$ cat src/rtl/core/sia_ram.sv
module sia_ram #(
	parameter int WIDTH = 8,
	parameter int DEPTH = 16,
	parameter int AW    = (DEPTH > 1) ? $clog2(DEPTH) : 1
) (
	input  logic             clk,
	input  logic             we,
	input  logic [AW-1:0]    waddr,
	input  logic [WIDTH-1:0] wdata,
	input  logic             re,
	input  logic [AW-1:0]    raddr,
	output logic [WIDTH-1:0] rdata
);

	logic [WIDTH-1:0] mem [DEPTH];

	always_ff @(posedge clk) begin
		if (we) begin
			mem[waddr] <= wdata;
		end
		if (re) begin
			rdata <= mem[raddr];
		end
	end

endmodule

$ cat config.mk
export PLATFORM = sky130hd
export DESIGN_NAME = sia_ram
export DESIGN_NICKNAME = d
export VERILOG_FILES = /design/src/rtl/core/sia_ram.sv
export SDC_FILE = /design/constraint.sdc
export NUM_CORES = 1
export LEC_CHECK = 0
export BUFFER_PORTS_ARGS = -buffer_cell sky130_fd_sc_hd__buf_4
export CORE_MARGIN = 2
export CORE_UTILIZATION = 50
export DETAILED_ROUTE_END_ITERATION = 8
export GPL_TIMING_DRIVEN = 0
export PLACE_DENSITY = 0.72
export RECOVER_POWER = 100
export SYNTH_ARGS = -nofsm -noshare
export SYNTH_HDL_FRONTEND = slang
export SYNTH_SLANG_ARGS = --single-unit
$ cat constraint.sdc
create_clock -name clk -period 2.7 [get_ports clk]
set_input_delay 0.27 -clock clk [delete_from_list [all_inputs] [get_ports clk]]
set_output_delay 0.27 -clock clk [all_outputs]
set_load 0.01 [all_outputs]
-- Word-level counts from Yosys, hierarchy flattened
Memory sizes are Yosys's and may differ from the RTL's. A register that Yosys moved wholly into a read port is not among the register bits.
Cells that the tools add are included.
- memories kept: 1
- register bits: 0
- input port bits: 19
- output and inout port bits: 8
- RAM bits: 128
- muxes and demuxes: 2
- memory list (memory ; depth ; width ; read ports ; clocked after Yosys merged registers in ; wr ports ; RTL line ; RTL):
    mem ; 16 ; 8 ; 1 ; 1 ; 1 ; 15 ; logic [WIDTH-1:0] mem [DEPTH];
- operators by type and width (operator ; count):
    $mux 1 ; 2

-- Depth between registers and ports, before layout
- depth after elaboration: 2
- depth in mapped cells: 5
- gate-level depth less buffers: 3

-- Worst setup path before layout
Ideal clock, no wire load.
- path type: in2reg
- start point: input port waddr[2]
- end point: memory mem[0][0] (enable)
- arrival time: 1380 ps
- path buffers: 0
- data required time: 2317 ps
- cell stages on the path: 2
- setup slack: 937 ps
- library setup time: 383 ps
- cell sequence: or3b_2 nor3_1
- RTL lines (what ; RTL line ; RTL):
    start, declared ; 8 ; input logic [AW-1:0] waddr,
    end, declared ; 15 ;
No word-level cell before the write port.

-- Worst setup path in the final report
- start point: input port we
- end point: memory mem[0][0] (enable)
- cells in the longest elaborated chain, start to end: 2
- RTL lines (what ; RTL line ; RTL):
    start, declared ; 7 ; input logic we,
    $mux 1 ; 18 ; if (we) begin
    $mux 1 (implied by the code) ; 19 ; mem[waddr] <= wdata;
Every way passes these cells.

==> qor.tcl <==
set qor(die-width_um) 106
set qor(finalMaxSlewViolations) 0
set qor(min_period_ns) 1.84
set qor(diodes) 0
set qor(fillCellCount) 736
set qor(finalPower_mw) 4.57
set qor(detail_route.wirelength_mm) 9.64
set qor(tritoncts_buffer_count) 17
set qor(post_cts_resized) 0
set qor(cp_data_arrival_time_ns) 1.95
set qor(core_area_mm2) 0.0102
set qor(first_global_vias) 2408
set qor(top_level_ports) 27
set qor(critPathKind) {input port to flip-flop}
set qor(rsz_0062_raised_after_global_routing) {false}
set qor(rows) 37
set qor(overflow) 0
set qor(run_status) {finished clean}
set qor(syn-instance-count) 229
set qor(detailed_place_hpwl_mm) 6.07
set qor(yosysMostFrequentCell) {sky130_fd_sc_hd__edfxtp_1}
set qor(mappedNetlistArea_mm2) 0.00523
set qor(globalRouteTotalUtil) 0.189
set qor(first_drt_iteration_drcs) 212
set qor(remaining_antenna_violation_count) 0
set qor(num-nets-final) 292
set qor(max_slew_margin) 0.115
set qor(drt-pass1-iter-count) 5
set qor(vias) 2444
set qor(total_leakage_power_nw) 1.94
set qor(max_cap_violations) 0
set qor(timing.final.setup_violations) 0
set qor(wire_length_of_the_first_global_routing_pass_mm) 14.5
set qor(timing.reg2reg.setup_slack_ns) 1.11
set qor(avgRoutedWirePerCell_um) 22.8
set qor(synth_async_sr_flop_share) 0
set qor(fmax_ghz) 0.544
set qor(cts.hold.buffers_added) 0
set qor(root_buf_cell) {sky130_fd_sc_hd__clkbuf_8}
set qor(end_point_of_the_critical_path) {mem[0][0]$_DFFE_PP_}
set qor(drive_above_1_share) 0.199
set qor(pin_count_of_the_biggest_net_entering_global_routing) 17
set qor(die-area_mm2) 0.0113
set qor(clkSinkCount) 136
set qor(synth.top_cells.by_count) {sky130_fd_sc_hd__edfxtp_1 (136), sky130_fd_sc_hd__mux4_2 (18), sky130_fd_sc_hd__a22oi_1 (16), sky130_fd_sc_hd__mux4_1 (14), sky130_fd_sc_hd__nor2_1 (13)}
set qor(hold_viol_final) 0
set qor(worst_pin_slew_ns) 1.32
set qor(synth_edf_count) 136
set qor(viasPerCell) 5.79
set qor(clk_pin_slew_ns) 0.06
set qor(crit_path_max_fanout) 8
set qor(clk-insertion-delay-late_ns) 0.51
set qor(r2r.worst_path.cells) 3
set qor(vdd_ir_drop_max_mv) 0.423
set qor(mappedNetlistNets) 248
set qor(power_per_cell_area_mw_per_mm2) 759
set qor(timing.setup.tns_ns) 0
set qor(final_min_period_over_clock_period) 0.681
set qor(globalplace.congestion) 0.736
set qor(worst_setup_path_startpoint) {we}
set qor(synth_largest_area_cell) {sky130_fd_sc_hd__edfxtp_1}
set qor(grt_antenna_before_repair) 0
set qor(synth_cell_type_count) 18
set qor(yosysSeqAreaShare) 0.781
set qor(critical_path.reg2reg.endpoint) {rdata[0]$_DFFE_PP_}
set qor(floorplan.die.height_um) 106
set qor(clock-skew-final_ns) 0.00538
set qor(htree_levels) 4
set qor(clock_tree.buffer_depth) 2
set qor(worstReg2RegStart) {mem[5][0]$_DFFE_PP_}
set qor(ys_seq_elements) 136
set qor(ys.warnings.count) 0
set qor(cell_types_with_the_largest_area_share_after_synthesis) {sky130_fd_sc_hd__edfxtp_1 (78%), sky130_fd_sc_hd__mux4_2 (7.8%), sky130_fd_sc_hd__mux4_1 (7.0%), sky130_fd_sc_hd__a22oi_1 (2.3%), sky130_fd_sc_hd__nor2_1 (0.93%)}
set qor(initial_core_util) 0.511
set qor(worst_ep_required_time_ns) 2.82
set qor(synth_ff_type) {sky130_fd_sc_hd__edfxtp_1}
set qor(hold_path.class) {input port to flip-flop}
set qor(synth_top_area_frac) 0.781
set qor(syn_to_final_growth_pct) 15.2
set qor(end_kind) {flip-flop}
set qor(final_hold_slack_ns) 0.169
set qor(tritoncts_clock_tree) {done}
set qor(placement.io_buffers) 25
set qor(synth.avg_cell_area_um2) 22.8
set qor(critPathLaunchType) {input port}
set qor(route.detailed.drc) 0
set qor(post-cts-setup-buffer-count) 0
-- registers in the layout, indices dropped and copies added, names as in the netlist --
register	cells
mem	128
rdata	8
-- routing by layer --
layer | wire, µm | up-vias | share of wire | global-route usage
met2 | 4730 | 107 | 0.49 | 0.290
met4 | 126 | 0 | 0.013 | 0.0639
met1 | 4070 | 1254 | 0.42 | 0.260
li1 | - | 1071 | - | -
met5 | 0 | - | 0 | 0
met3 | 722 | 12 | 0.075 | 0.0595
-- cell type report --
class,instances,area [µm²],area share
plain buffers,10,86.3,0.0143
clock buffers,22,433,0.0719
clock inverters,10,80.1,0.0133
multi-input cells,83,1060,0.176
flip-flops and latches,136,4080,0.678
well taps,136,170,0.0283
repair buffers,25,109,0.0181
-- worst min path at each step --
stage,startpoint,to,cells after the start
2_1_floorplan,wdata[0],mem[0][0]$_DFFE_PP_,0
3_3_place_gp,re,rdata[3]$_DFFE_PP_,1
3_5_place_dp,re,rdata[3]$_DFFE_PP_,1
4_1_cts,re,rdata[2]$_DFFE_PP_,1
5_1_grt,re,rdata[0]$_DFFE_PP_,1
6_report,re,rdata[2]$_DFFE_PP_,1
-- metrics by stage --
| stage | instance area, µm² | std cells | utilization | worst slack, ns |
|---|---|---|---|---|
| 2_1_floorplan | 5230 | 229 | - | 0.937 |
| 3_3_place_gp | 5590 | 390 | 0.546 | 0.397 |
| 3_5_place_dp | 5590 | 390 | 0.546 | 0.350 |
| 4_1_cts | 6100 | 422 | 0.596 | 0.887 |
| 5_1_grt | 6020 | 422 | 0.588 | 0.812 |
| 6_report | 6020 | 422 | 0.588 | 0.861 |
-- cells by family (layout without fill, tap and decap cells) --
logic type | Yosys count | after routing | share of synthesized area
DFF | 136 | 136 | 0.781
and+or+nand+nor | 35 | 35 | 0.0314
muxes | 32 | 32 | 0.148
AOI/OAI and AO/OA | 16 | 16 | 0.0230
buffers and inverters | 10 | 67 | 0.0165
-- critical path, stage by stage --
cell and delay, ns:
sky130_fd_sc_hd__clkbuf_1 0.13, sky130_fd_sc_hd__or3b_2 0.52, sky130_fd_sc_hd__nor3_1 1.02
-- placed cells by master (no fill, tap or decap), drive strengths merged --
cell and instances:
a22oi 16, and2 1, and2b 1, buf 11, bufinv 1, clkbuf 43, clkdlybuf4s25 3, clkinv 7
clkinvlp 2, edfxtp 136, mux4 32, nand2 9, nand2b 2, nand3 1, nand3b 2, nor2 13
nor2b 1, nor3 4, or3b 1
-- where the power goes --
group          internal (mW)  leakage, nW  switching (mW)
Combinational         0.0876        0.462           0.133
Clock                   1.20        0.245           0.755
Sequential              2.38         1.24          0.0106
(Power assumes the default switching activity.)
