**src/rtl/core/sia_pkg.sv**
```systemverilog
package sia_pkg;

	localparam int SLOT_W      = 10;
	localparam int ACTION_W    = 3;
	localparam int SEL_W       = 4;
	localparam int STATUS_W    = 2;
	localparam int COUNT_OUT_W = 11;
	localparam int CFG_MAX_W   = 11;
	localparam int CFG_IDX_W   = 1;
	localparam int FIRST_SLOT  = 1;

	// Statistics counter bank.
	localparam int NUM_CNT        = 11;
	localparam int CNT_PA_CALLS   = 0;
	localparam int CNT_PA_OK      = 1;
	localparam int CNT_PA_OOM     = 2;
	localparam int CNT_PF_CALLS   = 3;
	localparam int CNT_PF_OK      = 4;
	localparam int CNT_NA_CALLS   = 5;
	localparam int CNT_NA_OK      = 6;
	localparam int CNT_NA_OOM     = 7;
	localparam int CNT_NF_CALLS   = 8;
	localparam int CNT_NF_OK      = 9;
	localparam int CNT_BUDGET_REJ = 10;

	localparam logic [CFG_IDX_W-1:0] CFG_SLOT_BACKED = 1'b0;
	localparam logic [CFG_IDX_W-1:0] CFG_MAX_ACTIVE  = 1'b1;

	typedef enum logic [STATUS_W-1:0] {
		ST_OK        = 2'd0,
		ST_OOM       = 2'd1,
		ST_INVALID   = 2'd2,
		ST_NOT_FOUND = 2'd3
	} status_t;

	typedef enum logic [ACTION_W-1:0] {
		ACT_PAGE_ALLOC    = 3'd0,
		ACT_PAGE_FREE     = 3'd1,
		ACT_NODE_ALLOC    = 3'd2,
		ACT_NODE_FREE     = 3'd3,
		ACT_RESOLVE       = 3'd4,
		ACT_READ_COUNTER  = 3'd5,
		ACT_RESET_COUNTER = 3'd6
	} action_t;

	typedef struct packed {
		logic               start;
		logic               clear;
		logic [NUM_CNT-1:0] mask;
	} stats_ctl_t;

endpackage

```
**src/rtl/core/sia_ram.sv**
```systemverilog
module sia_ram #(
	parameter int WIDTH = 8,
	parameter int DEPTH = 16,
	parameter int AW    = (DEPTH > 1) ? $clog2(DEPTH) : 1
) (
	input  logic             clk,
	input  logic             we,
	input  logic [AW-1:0]    waddr,
	input  logic [WIDTH-1:0] wdata,
	input  logic             re,
	input  logic [AW-1:0]    raddr,
	output logic [WIDTH-1:0] rdata
);

	logic [WIDTH-1:0] mem [DEPTH];

	always_ff @(posedge clk) begin
		if (we) begin
			mem[waddr] <= wdata;
		end
		if (re) begin
			rdata <= mem[raddr];
		end
	end

endmodule

```
**src/rtl/core/sia_stats.sv**
```systemverilog
module sia_stats #(
	parameter int COUNTER_BITS = 32
) (
	input  logic                      clk,
	input  logic                      arst_n,
	input  sia_pkg::stats_ctl_t       ctl,
	input  logic [sia_pkg::SEL_W-1:0] sel,
	output logic [COUNTER_BITS-1:0]   value,
	output logic                      busy
);

	import sia_pkg::*;

	logic [NUM_CNT-1:0]      pending_q;
	logic [NUM_CNT-1:0]      valid_q;
	logic                    phase_q;
	logic [SEL_W-1:0]        idx_q;
	logic [SEL_W-1:0]        rd_idx_q;
	logic [SEL_W-1:0]        low_idx;
	logic [SEL_W-1:0]        rd_addr;
	logic [COUNTER_BITS-1:0] rdata;
	logic                    wr_en;

	always_comb begin
		low_idx = '0;
		for (int i = NUM_CNT - 1; i >= 0; i--) begin
			if (pending_q[i]) begin
				low_idx = SEL_W'(i);
			end
		end
	end

	assign busy = (pending_q != '0);

	// The read port follows pending bumps first, then the selected counter.
	always_comb begin
		if (busy) begin
			rd_addr = low_idx;
		end else if (sel < SEL_W'(NUM_CNT)) begin
			rd_addr = sel;
		end else begin
			rd_addr = '0;
		end
	end

	// A counter that was never written since the last clear reads as zero.
	assign value = valid_q[rd_idx_q] ? rdata : '0;
	assign wr_en = busy && phase_q;

	sia_ram #(
		.WIDTH(COUNTER_BITS),
		.DEPTH(NUM_CNT),
		.AW   (SEL_W)
	) u_cnt_ram (
		.clk  (clk),
		.we   (wr_en),
		.waddr(idx_q),
		.wdata(value + COUNTER_BITS'(1)),
		.re   (1'b1),
		.raddr(rd_addr),
		.rdata(rdata)
	);

	always_ff @(posedge clk or negedge arst_n) begin
		if (!arst_n) begin
			pending_q <= '0;
			valid_q   <= '0;
			phase_q   <= 1'b0;
			idx_q     <= '0;
			rd_idx_q  <= '0;
		end else begin
			rd_idx_q <= rd_addr;
			if (ctl.clear) begin
				valid_q <= '0;
			end
			if (ctl.start) begin
				pending_q <= ctl.mask;
				phase_q   <= 1'b0;
			end else if (busy) begin
				if (!phase_q) begin
					idx_q   <= low_idx;
					phase_q <= 1'b1;
				end else begin
					valid_q[idx_q]   <= 1'b1;
					pending_q[idx_q] <= 1'b0;
					phase_q          <= 1'b0;
				end
			end
		end
	end

endmodule

```
**config.mk**
```make
export PLATFORM = sky130hd
export DESIGN_NAME = sia_stats
export DESIGN_NICKNAME = d
export VERILOG_FILES = /design/src/rtl/core/sia_pkg.sv /design/src/rtl/core/sia_ram.sv /design/src/rtl/core/sia_stats.sv
export SDC_FILE = /design/constraint.sdc
export NUM_CORES = 1
export LEC_CHECK = 0
export BUFFER_PORTS_ARGS = -buffer_cell sky130_fd_sc_hd__buf_2
export CAP_MARGIN = 0
export CORE_MARGIN = 2
export CORE_UTILIZATION = 40
export CTS_BUF_LIST = sky130_fd_sc_hd__clkbuf_4 sky130_fd_sc_hd__clkbuf_8 sky130_fd_sc_hd__clkbuf_16
export CTS_CLUSTER_SIZE = 8
export DETAILED_ROUTE_END_ITERATION = 8
export GPL_TIMING_DRIVEN = 0
export PLACE_DENSITY_LB_ADDON = 0.3
export SYNTH_ARGS = -nofsm -noshare
export SYNTH_HDL_FRONTEND = slang
export SYNTH_SLANG_ARGS = --single-unit
```
**constraint.sdc**
```tcl
create_clock -name clk -period 5.7 [get_ports clk]
set_clock_uncertainty 0.2 [all_clocks]
set_input_delay 0.57 -clock clk [delete_from_list [all_inputs] [get_ports clk]]
set_output_delay 0.57 -clock clk [all_outputs]
set_load 0.005 [all_outputs]
```
### After elaboration in Yosys (flattened, before gate mapping)

Memories as Yosys holds them, arrays and structs flattened. A register that Yosys moved wholly into a read port is not among the register bits.
Cells that the tools add are included.

* RAM bits: 352
* input bits: 19
* output and inout bits: 33
* memories kept: 1
* register bits after elaboration: 31

Memories
* u_cnt_ram.mem: words 11, bits a word 32, rd ports 1, clocked after Yosys merged registers in 1, wr ports 1, line sia_ram.sv:15 `logic [WIDTH-1:0] mem [DEPTH];`

* add/subtract/negate cells: 1
* bitwise gates (word level): 5
* order comparisons: 4
* mux-type cells: 30
* reductions and logical operators: 7

Operators by type and width (count)
* 11-bit two-way mux: 7
* 4-bit two-way mux: 13
* 32-bit by 1-bit adder with 32-bit output (second input constant): 1
* 32-bit two-way mux: 1
* 11-bit bitwise AND: 1
* 11-bit NOT: 1
* 11-bit OR: 1
* 11-bit nonzero test: 1
* 4-bit by 5-bit less-than comparator with 1-bit output (second input constant): 2
* 1-bit two-way mux: 7
* 1-bit binary-select mux with 4-bit select: 1
* 1-bit demux with 4-bit select: 1
* 4-bit by 1-bit greater-or-equal comparator with 1-bit output (second input constant): 1
* 4-bit less-than comparator (second input constant): 1
* 2-bit nonzero test: 2
* 3-bit AND reduction: 1
* 1-bit logical AND: 2
* 1-bit NOT: 2
* 2-bit AND reduction: 1

### Depth between registers and ports, before layout

* word-level depth: 12
* depth in mapped cells: 15
* mapped depth without buffers: 13

### Cells and area by module

From an unflattened synthesis, not the netlist that was laid out.

* cell total of the unflattened synthesis: 1091
* area total of the unflattened synthesis: 17513.0 µm²

By module, submodules not included
* sia_ram: sequential area each 11531.1 µm², cells each 770, times used 1, area each 14963.1 µm²
* sia_stats: sequential area each 775.7 µm², cells each 321, times used 1, area each 2549.9 µm²

### Least setup slack after synthesis

Ideal clock, no wire load.

* path type: reg2reg
* start point: reg pending_q[9]
* end point: reg pending_q[8]
* data arrival time: 3.624 ns
* library setup time: 0.250 ns
* stages on the path, launching flop included: 9
* clock period less this slack: 4.074 ns
* data required time: 5.250 ns
* buffers on the path: 0
* setup slack: 1.626 ns
* cells stage by stage: dfrtp_1 or3_1 nor3_4 inv_1 nand2_1 nor2_1 nand2_1 nor3_1 o21ai_0

* word-level cells in the longest chain between the ends: 3

Ends and longest elaborated chain
* start, declared: line sia_stats.sv:14 `logic [NUM_CNT-1:0] pending_q;`
* start signal, assigned: line sia_stats.sv:77 `pending_q <= ctl.mask;`
* 11-bit nonzero test: line sia_stats.sv:33 `assign busy = (pending_q != '0);`
* named net busy: line sia_stats.sv:9 `output logic busy`
* 2-bit nonzero test (no source line)
* 2-bit AND reduction (no source line)

The timed path passes the listed nets, and every way through them passes these cells.
A chain may end at the register's enable or synchronous reset.

### Worst setup path after layout

* start point: reg rd_idx_q[0]
* end point: mem u_cnt_ram.mem[2][24] (netlist bit), data pin

* word-level cells in the longest chain between the ends: 4

Ends and longest elaborated chain
* start, declared: line sia_stats.sv:18 `logic [SEL_W-1:0] rd_idx_q;`
* start signal, assigned: line sia_stats.sv:72 `rd_idx_q <= rd_addr;`
* 1-bit binary-select mux with 4-bit select: line sia_stats.sv:47 `assign value = valid_q[rd_idx_q] ? rdata : '0;`
* 1-bit two-way mux (not written as such): line sia_stats.sv:47
* 32-bit two-way mux: line sia_stats.sv:47
* 32-bit by 1-bit adder with 32-bit output: line sia_stats.sv:58 `.wdata(value + COUNTER_BITS'(1)),`
* named net u_cnt_ram.wdata[24]: line sia_ram.sv:9 `input logic [WIDTH-1:0] wdata,`
* end, declared: line sia_ram.sv:15

The timed path passes the listed nets, and every way through them passes these cells. The select of a mux whose other input is x is not followed.

==> results.tsv <==
stage	metric	value	unit
synth	yosys.area_share.simple	12.5	%
critical_path	r2r_start	rd_idx_q[0]	
synth	synthDistinctLibCells	47	
clock_network	clock_latency	590	ps
synth	synthXorXnorAreaFrac	1.42	%
synth	synth-async-reset-ratio	7.47	%
clock_network	cts_tree	done	
critical_path	setup.worst_path.class	flip-flop to flip-flop	
synth	synth_top_flop_cell	edfxtp_1	
floorplan	core_area	0.0410	mm²
drt	viasPerCell	5.63	
clock_network	post_cts_buffers	0	
global_route	grt_max_degree	34	
clock_network	cts_sinks	415	
synth	ys_warn_count	0	
drt	vias	11033	
sta	finalSetupViolations	0	
cells_and_area	diodes	0	
sta	rsz0062_at_grt	no	
floorplan	num_io_pins	52	
synth	synth.yosys.seq_area_share	71.9	%
cells_and_area	finish.net_count	1399	
global_route	antenna_found_initial	0	
critical_path	worstSetupStartpointType	flip-flop	
global_route	grt_pass1_vias	11072	
pwr	power	0.00804	W
pwr	ir_worst_vdd	239	µV
job	maxCapViolCount	0	
clock_network	clk_path_buf_depth	3	
clock_network	clk_pin_slew	60	ps
drt	first_iter_violations	1106	
sta	fin_crit_sh	94.8	%
critical_path	cp.required	5780	ps
critical_path	cp_max_fo	19	
critical_path	critPathLaunch	rd_idx_q[0]	
synth	synth_area_per_cell	13.3	µm²
clock_network	cts_made_buffers	57	
placed_design	dp_hpwl	28700	µm
critical_path	end_kind	flip-flop	
drt	routed_wl	44700	µm
sta	max-slew-margin-rel	34.1	%
synth	netlist_area	0.0167	mm²
placed_design	numPortBuffers	50	
cells_and_area	stdcell_area	0.0198	mm²
synth	synthMuxAreaShare	0.458	%
floorplan	start_util	40.7	%
global_route	overflow	0	
hold_path	hold_start	ctl[1]	
global_route	grt_usage	20.8	%
clock_network	root_buffer	clkbuf_16	
critical_path	arrival	5480	ps
drt	wl_per_cell	22.8	µm
cells_and_area	drive_gt1_share	15.1	%
sta	finalHoldViolCount	0	
sta	tightest_slew	982	ps
synth	synth_adder_area_share	0.0750	%
synth	synth_seq_cells	415	
synth	synth_top_family_by_area	simple AND/OR/NAND/NOR gates	
floorplan	die_y	208	µm
pwr	power.leakage	7.15	nW
run_status	outcome	completed	
global_route	grt_pass1_wl	67800	µm
clock_network	cts.htree.levels	2	
pwr	power_density	407	mW/mm²
floorplan	die_x	208	µm
drt	first_pass_iters	5	
hold_path	hold_class	input pin to flip-flop	
sta	slew_viol_final	0	
synth	syn_inst	1253	
sta	fmax	0.185	GHz
synth	synth_edf_count	352	
synth	synth-compound-area-share	10.7	%
floorplan	dieArea	0.0434	mm²
cells_and_area	area_growth	18.5	%
sta	min_period	5400	ps
floorplan	num_rows	74	
synth	syn_nets	1273	
placed_design	gp_congestion	0.828	
placed_design	placed_cell_area	0.0178	mm²
drt	route.detailed.drc	0	
drt	ant_nets	0	
[synthesized netlist by cell type, drive strengths merged, types with 4 or more instances]
cell | instances | area share (%)
a31oi | 66 | 2.5
nand2 | 227 | 5.1
a311oi | 32 | 1.7
xnor2 | 13 | 0.68
or3 | 6 | 0.23
o22ai | 5 | 0.19
xor2 | 14 | 0.74
inv | 26 | 0.59
o31ai | 4 | 0.18
a211oi | 65 | 2.9
nor2 | 69 | 1.6
dfrtp | 31 | 4.7
edfxtp | 352 | 63
a221o | 32 | 1.9
nand4 | 4 | 0.15
nand3 | 15 | 0.45
buf | 24 | 0.98
dfxtp | 32 | 3.8
o32ai | 5 | 0.26
nor3 | 10 | 0.37
and2 | 34 | 1.3
and3 | 71 | 2.7
a21oi | 7 | 0.21
clkbuf | 60 | 1.4
o21ai | 19 | 0.57
nand2b | 7 | 0.26
[worst max-delay path, cell delays in order, from the launching register on]
cell and delay [ps]:
dfrtp_1 450, mux4_2 370, or2_2 110, a32o_1 400
clkbuf_2 520, nand2_1 370, inv_1 200, ha_1 320
and2_1 220, nand4_1 190, nor2_1 360, nand2_1 320
or3_1 400, a21oi_1 650
[sequential cells by signal, indices dropped and copies added, names as in the netlist]
| register | cells |
|---|---|
| rd_idx_q | 4 |
| u_cnt_ram.mem | 352 |
| pending_q | 11 |
| idx_q | 4 |
| u_cnt_ram.rdata | 32 |
| valid_q | 11 |
| phase_q | 1 |
[final cells by class]
cell class                 instances  area [µm²]
tap                              532         666
clock inverter                     1        8.76
sequential                       415       12000
inverter                          27         103
clock buffer                     105        1820
timing repair buffer              68         517
fill                            3508       21300
buffer                            83         387
multi-input combinational        727        4270
[worst paths after layout]
check | to | slack [ps] | cells after the start
min in group asynchronous | pending_q[5] | 360 | 2
hold / removal | pending_q[1] | 10 | 3
hold reg to reg | valid_q[8] | 300 | 2
max in group asynchronous | pending_q[3] | 4480 | 2
setup reg to reg | u_cnt_ram.mem[2][24] | 300 | 13
setup / recovery | u_cnt_ram.mem[2][24] | 300 | 13
[timing repair]
item,4_1_cts,5_1_grt
resized for setup,4,1
endpoints found under the setup margin,88,33
endpoints found under the hold margin,37,0
hold buffers,7,0
[routing by layer]
layer | vias up | routed length (µm) | global-route usage, %
met5 | - | 0 | 0
met4 | 0 | 1350 | 7.76
met3 | 88 | 2790 | 2.94
met2 | 420 | 21400 | 34.3
met1 | 5528 | 19100 | 28.1
li1 | 4997 | - | -
[placed cells by master (no fill, tap or decap), types with 6 or more instances in the layout]
cell / count
buf_2: 64
dfrtp_1: 31
a311oi_1: 32
clkbuf_4: 46
xor2_1: 14
clkbuf_1: 58
xnor2_1: 10
a31oi_1: 66
a211oi_1: 65
nand2b_1: 7
nand3_1: 15
and3_1: 71
edfxtp_1: 352
a21oi_1: 7
and2_1: 34
nor3_1: 7
dfxtp_1: 32
nand2_1: 227
o21ai_0: 18
or3_1: 6
buf_6: 8
a221o_1: 32
nor2_1: 64
dlygate4sd3_1: 7
clkbuf_16: 59
inv_1: 21
buf_4: 6
[kinds of logic (layout without fill, tap and decap cells)]
group / Yosys count / after routing
simple gates: 453 / 453
flops: 415 / 415
compound gates: 241 / 241
buf+inv: 111 / 284
xor+xnor: 27 / 27
mux: 5 / 5
fa+ha+maj: 1 / 1
[power breakdown]
group / switching (W) / internal, W / leakage (nW)
Clock: 0.00122 / 0.00213 / 0.943
Sequential: 0.000108 / 0.00353 / 3.91
Combinational: 0.000723 / 0.000336 / 2.30
[through the flow]
step	hold slack, ps	util, %	setup slack [ps]	std cells	setup TNS, ps
finish	14.9	48.2	298	1958	0
global route	10.8	48.2	4.30	1958	0
CTS	8.34	48.2	162	1958	0
detailed placement	282	43.5	-1030	1846	-55010
global placement	287	42.9	-1520	1835	-89100
floorplan	74.4	-	1630	1253	0
No activity file was read; power rests on OpenSTA's default activity.
